`src/rtl/icp_modunit.sv`:
```
// Serial remainder unit: 64-bit dividend modulo a narrow divisor, 8 bits per cycle.
// Standalone; the divisor must stay stable while the unit is busy.
module icp_modunit #(
  parameter int DW = 17
) (
  input  logic          clk,
  input  logic          rst_n,
  input  logic          start,
  input  logic [63:0]   dividend,
  input  logic [DW-1:0] divisor,
  output logic          done,
  output logic [DW-1:0] rem
);

  localparam int STEPS = 8;

  logic          busy_r, busy_nxt;
  logic          done_r, done_nxt;
  logic [2:0]    cnt_r, cnt_nxt;
  logic [63:0]   dv_r, dv_nxt;
  logic [DW-1:0] rem_r, rem_nxt;

  always_comb begin
    logic [DW:0]  t;
    logic [63:0]  d;
    busy_nxt = busy_r;
    done_nxt = 1'b0;
    cnt_nxt  = cnt_r;
    dv_nxt   = dv_r;
    rem_nxt  = rem_r;
    t = {1'b0, rem_r};
    d = dv_r;
    for (int k = 0; k < STEPS; k++) begin
      t = {t[DW-1:0], d[63]};
      d = {d[62:0], 1'b0};
      if (t >= {1'b0, divisor}) begin
        t = t - {1'b0, divisor};
      end
    end
    if (start) begin
      busy_nxt = 1'b1;
      cnt_nxt  = '0;
      dv_nxt   = dividend;
      rem_nxt  = '0;
    end else if (busy_r) begin
      dv_nxt  = d;
      rem_nxt = t[DW-1:0];
      cnt_nxt = cnt_r + 3'd1;
      if (cnt_r == 3'(STEPS - 1)) begin
        busy_nxt = 1'b0;
        done_nxt = 1'b1;
      end
    end
  end

  always_ff @(posedge clk) begin
    if (!rst_n) begin
      busy_r <= 1'b0;
      done_r <= 1'b0;
      cnt_r  <= '0;
    end else begin
      busy_r <= busy_nxt;
      done_r <= done_nxt;
      cnt_r  <= cnt_nxt;
    end
    dv_r  <= dv_nxt;
    rem_r <= rem_nxt;
  end

  assign done = done_r;
  assign rem  = rem_r;

endmodule

```
`config.mk`:
```
export PLATFORM = sky130hd
export DESIGN_NAME = icp_modunit
export DESIGN_NICKNAME = d
export VERILOG_FILES = /design/src/rtl/icp_modunit.sv
export SDC_FILE = /design/constraint.sdc
export NUM_CORES = 1
export LEC_CHECK = 0
export BUFFER_PORTS_ARGS = -buffer_cell sky130_fd_sc_hd__buf_4
export CAP_MARGIN = 25
export CORE_MARGIN = 1
export CORE_UTILIZATION = 25
export CTS_CLUSTER_DIAMETER = 120
export CTS_CLUSTER_SIZE = 12
export DETAILED_ROUTE_END_ITERATION = 8
export SLEW_MARGIN = 20
export SYNTH_ARGS = -nofsm -noshare
export SYNTH_HDL_FRONTEND = slang
export SYNTH_SLANG_ARGS = --single-unit
```
`constraint.sdc`:
```
create_clock -name clk -period 28.4 [get_ports clk]
set_input_delay 5.68 -clock clk [delete_from_list [all_inputs] [get_ports clk]]
set_output_delay 5.68 -clock clk [all_outputs]
set_load 0.02 [all_outputs]
```
==> flow_summary.json, run 1 <==
{
  "outcome": "complete, no violations",
  "fin_crit_sh_pct": 94.6,
  "syn_to_final_growth_pct": 16.8,
  "path_class": "input pin to flip-flop",
  "ios": 102,
  "hpwl_um": 28900,
  "fin_tns_setup_ns": 0,
  "required_ns": 28.67,
  "cp_max_fo": 16,
  "cap_violations": 0,
  "worst_pin_slew_ns": 0.982,
  "grt_max_degree": 83,
  "overflow": 0,
  "start_kind": "input pin",
  "ys_ff_latch": 86,
  "synth_ff_type": "edfxtp_1",
  "synth_cells": 1340,
  "dieHeight_um": 217,
  "dp.cells": 2030,
  "drive_gt1_share_pct": 21.1,
  "n_fill_cell": 4767,
  "port_buffers": 101,
  "clk_path_buf_depth": 2,
  "end_kind": "flip-flop",
  "max_slew_margin_pct": 34.6,
  "core_region_area_um2": 45400,
  "cpMaxStageDelayCell": "o21ai_0",
  "drt-pass1-iter-count": 5,
  "cts.sinks": 86,
  "final.min_clock_period_ns": 26.85,
  "cpPeakStageDelay_ns": 0.52,
  "wl_per_cell_um": 17.9,
  "nets": 1679,
  "grt_usage_pct": 15.3,
  "ys_async_sr_fraction_pct": 0,
  "cts.clk_slew.worst_paths_ns": 0.08,
  "final-setup-viol-count": 0,
  "skew_ns": 0.0135,
  "gp_congestion": 0.933,
  "htreeDepth": 3,
  "fp.dieArea_um2": 47000,
  "totalWireLength_um": 36700,
  "cts_tree": "done",
  "final_util_pct": 29.7,
  "numCtsBuffers": 9,
  "grt_pass1_vias": 10300,
  "start_util_pct": 25.4,
  "drv_slew": 0,
  "vias": 10700,
  "ys_warn_count": 0,
  "drc": 0,
  "ys_types": 75,
  "arrival_ns": 27.12,
  "seq_area_um2": 2360,
  "crit_path_frequent_cell": "o21ai_0",
  "vias_per_cell": 5.19,
  "syn-num-nets": 1570,
  "syn_avg_cell_area_um2": 8.60,
  "cts-root-buf": "clkbuf_16",
  "fin_cells": 2055,
  "synth_edf_count": 64,
  "drt_iter0_drc": 712,
  "max_freq_mhz": 37.2,
  "hold_viol_final": 0,
  "die_x_um": 217,
  "grt_antenna_before_repair": 1,
  "multi_input_area_um2": 8740,
  "seq_area_frac_synth_pct": 20.5,
  "ant_nets": 0,
  "insertion_delay_ns": 0.36,
  "grt_pass1_wl_um": 56800,
  "worstHoldPathType": "flip-flop to flip-flop",
  "rows": 78,
  "syn_area_um2": 11500
}
-- cells by family (layout without fill, tap and decap cells) --
logic type | after synthesis | in the layout | synth area share (%)
fa+ha+maj | 146 | 146 | 16.4
compound gates | 363 | 363 | 20.8
other cells | 0 | 1 | 0
xor+xnor | 93 | 93 | 7.07
buf+inv | 116 | 230 | 3.97
simple gates | 375 | 375 | 15.9
mux | 161 | 161 | 15.4
flops | 86 | 86 | 20.5
-- critical path: cells and delay by family --
kind | cells | cell delay [ns]
AO/OA/AOI/OAI | 50 | 10.92
XOR/XNOR | 1 | 0.13
adder cells (fa/ha/maj) | 8 | 2.57
buffers and inverters | 7 | 1.39
multiplexers | 7 | 2.39
AND/OR/NAND/NOR | 20 | 3.97
-- cells in the final DEF, fill, tap and decap left out, drive strengths merged, types with 14 or more instances in the layout --
cell    synthesis  final
a21o           44     44
a21oi         105    105
and2           14     14
buf            14    135
dfxtp          22     22
edfxtp         64     64
ha            138    138
inv            77     82
mux2          127    127
mux2i          34     34
nand2          89     89
nand2b         23     23
nand3          35     35
nand4          21     21
nor2          104    104
nor2b          20     20
nor3           22     22
o21a           25     25
o21ai          75     75
xnor2          65     65
xor2           28     28
-- per-stage QoR --
stage | setup slack [ns] | instance area, um^2 | hold WS [ns]
after global routing | -0.0396 | 13500 | 0.543
after detailed placement | 0.802 | 13100 | 0.504
after CTS | 1.07 | 13400 | 0.520
after global placement | 1.29 | 13100 | 0.482
final | 1.55 | 13500 | 0.510
after floorplan | 1.19 | 11500 | 0.465
-- synth_stat cells (10+ instances only) --
cell	instances	area (um^2)
clkbuf_1	24	90.1
o21a_1	25	188
nand2_1	89	334
inv_1	77	289
nand4_1	21	131
nor4_1	11	68.8
xor2_1	28	245
ha_1	138	1730
dfxtp_1	22	440
o21ai_0	75	375
mux2_2	126	1420
nand2b_1	23	144
nor2b_1	20	125
mux2i_1	34	340
o211ai_1	10	75.1
a21oi_1	103	515
xnor2_1	65	569
nor3_1	20	100
nand3_1	35	175
nor2_1	103	387
a31oi_1	10	62.6
and2_1	14	87.6
edfxtp_1	64	1920
a21o_1	44	330
-- metal layers --
layer | wire length, um | vias to the layer above | share of wire [%] | GRT usage, %
li1 | - | 5201 | - | -
met1 | 16700 | 5016 | 45 | 20.3
met2 | 16300 | 378 | 44 | 24.8
met3 | 2690 | 67 | 7.3 | 2.88
met4 | 1040 | 0 | 2.8 | 4.65
met5 | 0 | - | 0 | 0
-- path summary, 6_finish.rpt --
kind	slack, ns	cells after the start	from	end
hold / removal	0.51	2	cnt_r[2]	cnt_r[2]
setup reg to reg	6.59	94	dv_r[63]	rem[15]
hold reg to reg	0.51	2	cnt_r[2]	cnt_r[2]
setup / recovery	1.55	93	divisor[2]	rem[15]
-- repair_timing --
item,4_1_cts,5_1_grt
hold buffers,0,0
buffers inserted,0,7
setup endpoints to repair,0,17
resized for setup,0,11
-- cell type report --
class | count | share of cell area [%]
clock inverter | 7 | 0.511
clock buffer | 9 | 1.67
antenna | 1 | 0.0186
inverter | 78 | 2.20
sequential | 86 | 17.5
timing repair buffer | 136 | 7.58
multi-input combinational | 1138 | 64.9
tap | 600 | 5.57
-- sequential cells by signal, summed over array words and instances, names as in the netlist --
| signal | count |
|---|---|
| dv_r | 64 |
| cnt_r | 3 |
| busy_r | 1 |
| rem | 17 |
| done | 1 |
Power of run 1 is left out: the tool's default activity adds up to more than one toggle a clock period on the data nets, which glitch-free logic cannot reach.
==> inputs of run 2 (changes only) <==
- ABC_AREA: unset -> 1
==> flow_summary.json, run 2 <==
{
  "cts-root-buf": "clkbuf_16",
  "endpoint": "rem[2]",
  "required_ns": 28.68,
  "n_fill_cell": 5153,
  "worstHoldPathType": "flip-flop to flip-flop",
  "final-setup-viol-count": 0,
  "yosysTopAreaCellShare_pct": 21.0,
  "drive_gt1_share_pct": 8.62,
  "max_slew_margin_pct": 43.2,
  "grt_usage_pct": 16.1,
  "fp.dieArea_um2": 48200,
  "drv_slew": 0,
  "ios": 102,
  "grt_antenna_before_repair": 0,
  "dieHeight_um": 219,
  "drt_iter0_drc": 769,
  "clk_path_buf_depth": 2,
  "post_cts_buffers": 0,
  "synth.top_cells.by_area": "nand2_1, edfxtp_1, ha_1, inv_1, nand3_1",
  "core_region_area_um2": 46600,
  "r2r_cells": 114,
  "largest_reg_flops": 64,
  "critPathBufInv": 13,
  "overflow": 0,
  "die_x_um": 219,
  "r2r-end": "rem[2]",
  "hold_buffers": 0,
  "cp-startpoint": "divisor[7]",
  "vias_per_cell": 4.79,
  "syn_avg_cell_area_um2": 6.43,
  "skew_ns": 0.00875,
  "grt_pass1_wl_um": 60700,
  "vias": 12100,
  "cap_violations": 0,
  "ys_warn_count": 0,
  "ant_nets": 0,
  "wl_per_cell_um": 15.4,
  "final_util_pct": 29.0,
  "hp-start": "cnt_r[1]",
  "port_buffers": 101,
  "multi_input_area_um2": 8340,
  "synth_ff_type": "edfxtp_1",
  "cpPeakStageDelay_ns": 0.52,
  "cp_max_fo": 31,
  "start_kind": "input pin",
  "syn-num-nets": 2069,
  "largest_register": "dv_r",
  "cts.clk_slew.worst_paths_ns": 0.07,
  "final_cell_mix": "nand2_1, inv_1, nand3_1",
  "cpMaxStageDelayCell": "nor2_4",
  "grt_max_degree": 69,
  "nets": 2150,
  "cts_tree": "done",
  "yosys.area.top_type": "nand2_1",
  "worst_pin_slew_ns": 0.852,
  "arrival_ns": 26.35,
  "diodes": 0,
  "ys_ff_latch": 86,
  "numCtsBuffers": 9,
  "ys_types": 47,
  "cts_resized": 0,
  "end_kind": "flip-flop",
  "gp_congestion": 0.972,
  "seq_area_frac_synth_pct": 20.0,
  "ys_async_sr_fraction_pct": 0,
  "rsz0062_at_grt": "false",
  "r2r-start": "dv_r[63]",
  "syn_to_final_growth_pct": 14.3,
  "setup_ws_ns": 2.33,
  "seq_area_um2": 2360,
  "rows": 79,
  "synth_edf_count": 64,
  "place_ws_ns": 1.91,
  "final_common_cell": "nand2_1",
  "path_class": "input pin to flip-flop",
  "insertion_delay_ns": 0.33,
  "hpwl_um": 31200,
  "max_freq_mhz": 38.4,
  "fin_crit_sh_pct": 91.8,
  "crit_path_frequent_cell": "nand2_1",
  "syn_area_um2": 11800,
  "synth.most_common_cell": "nand2_1",
  "worst-path-stages": 113,
  "htreeDepth": 3,
  "totalWireLength_um": 38900,
  "cts.sinks": 86,
  "path_delay_family": "compound AO/OA/AOI/OAI gates",
  "outcome": "complete, no violations",
  "synth_cells": 1839,
  "ys_top_cells_by_count": "nand2_1, inv_1, nand3_1",
  "start_util_pct": 25.4,
  "grt_pass1_vias": 11300,
  "hold_viol_final": 0,
  "final.min_clock_period_ns": 26.07,
  "drt-pass1-iter-count": 9,
  "drc": 0,
  "whs_ns": 0.469,
  "timing.reg2reg.setup_slack_ns": 7.76,
  "fin_tns_setup_ns": 0
}
-- run 2: cell count changes in the layout (fill, tap and decap cells not counted), sizes merged, moves of 24 or more --
cell	change
xor2	+31
inv	+159
a21o	-38
nor2	-39
nand2	+589
mux2i	-34
mux2	-127
nand3	+117
a21oi	+24
-- run 2: routing by layer --
metal  vias up  routed length, um  GRT usage (%)
met5         -                  0              0
met4         0               1030           4.72
met3        63               2720           2.31
met2       434              17000           25.5
met1      5484              18100           22.3
li1       6159                  -              -
-- run 2: cell type report --
type | count | area share (%)
clock inverters | 3 | 0.333
multi-input cells | 1469 | 61.7
well taps | 607 | 5.62
flip-flops and latches | 86 | 17.5
repair buffers | 113 | 6.28
clock buffers | 13 | 1.85
inverters | 241 | 6.71
-- run 2: stage by stage --
| stage | instances | instance area [um^2] |
|---|---|---|
| 6_report | 2532 | 13500 |
| 3_5_place_dp | 2516 | 13200 |
| 3_3_place_gp | 2515 | 13200 |
| 4_1_cts | 2532 | 13500 |
| 2_1_floorplan | 1839 | 11800 |
| 5_1_grt | 2532 | 13500 |
-- run 2: worst min path at each step --
| stage | slack (ns) | cells past startpoint | end |
|---|---|---|---|
| 2_1_floorplan | 0.44 | 2 | cnt_r[1] |
| 3_5_place_dp | 0.46 | 2 | cnt_r[1] |
| 4_1_cts | 0.47 | 2 | cnt_r[1] |
| 6_report | 0.47 | 2 | cnt_r[1] |
| 3_3_place_gp | 0.45 | 2 | cnt_r[2] |
| 5_1_grt | 0.51 | 2 | cnt_r[1] |
-- run 2: worst min-delay path, cell delays in order (launching register included) --
cell and delay [ns]:
dfxtp_1 0.31, nand2_1 0.06, a21oi_1 0.05
-- run 2: cells by family after synthesis --
family	share of synthesized area [%]
flops	20.0
xor+xnor	8.15
buf+inv	9.59
simple gates	33.8
compound gates	12.6
fa+ha+maj	16.0
Power of run 2 is left out for the same reason.
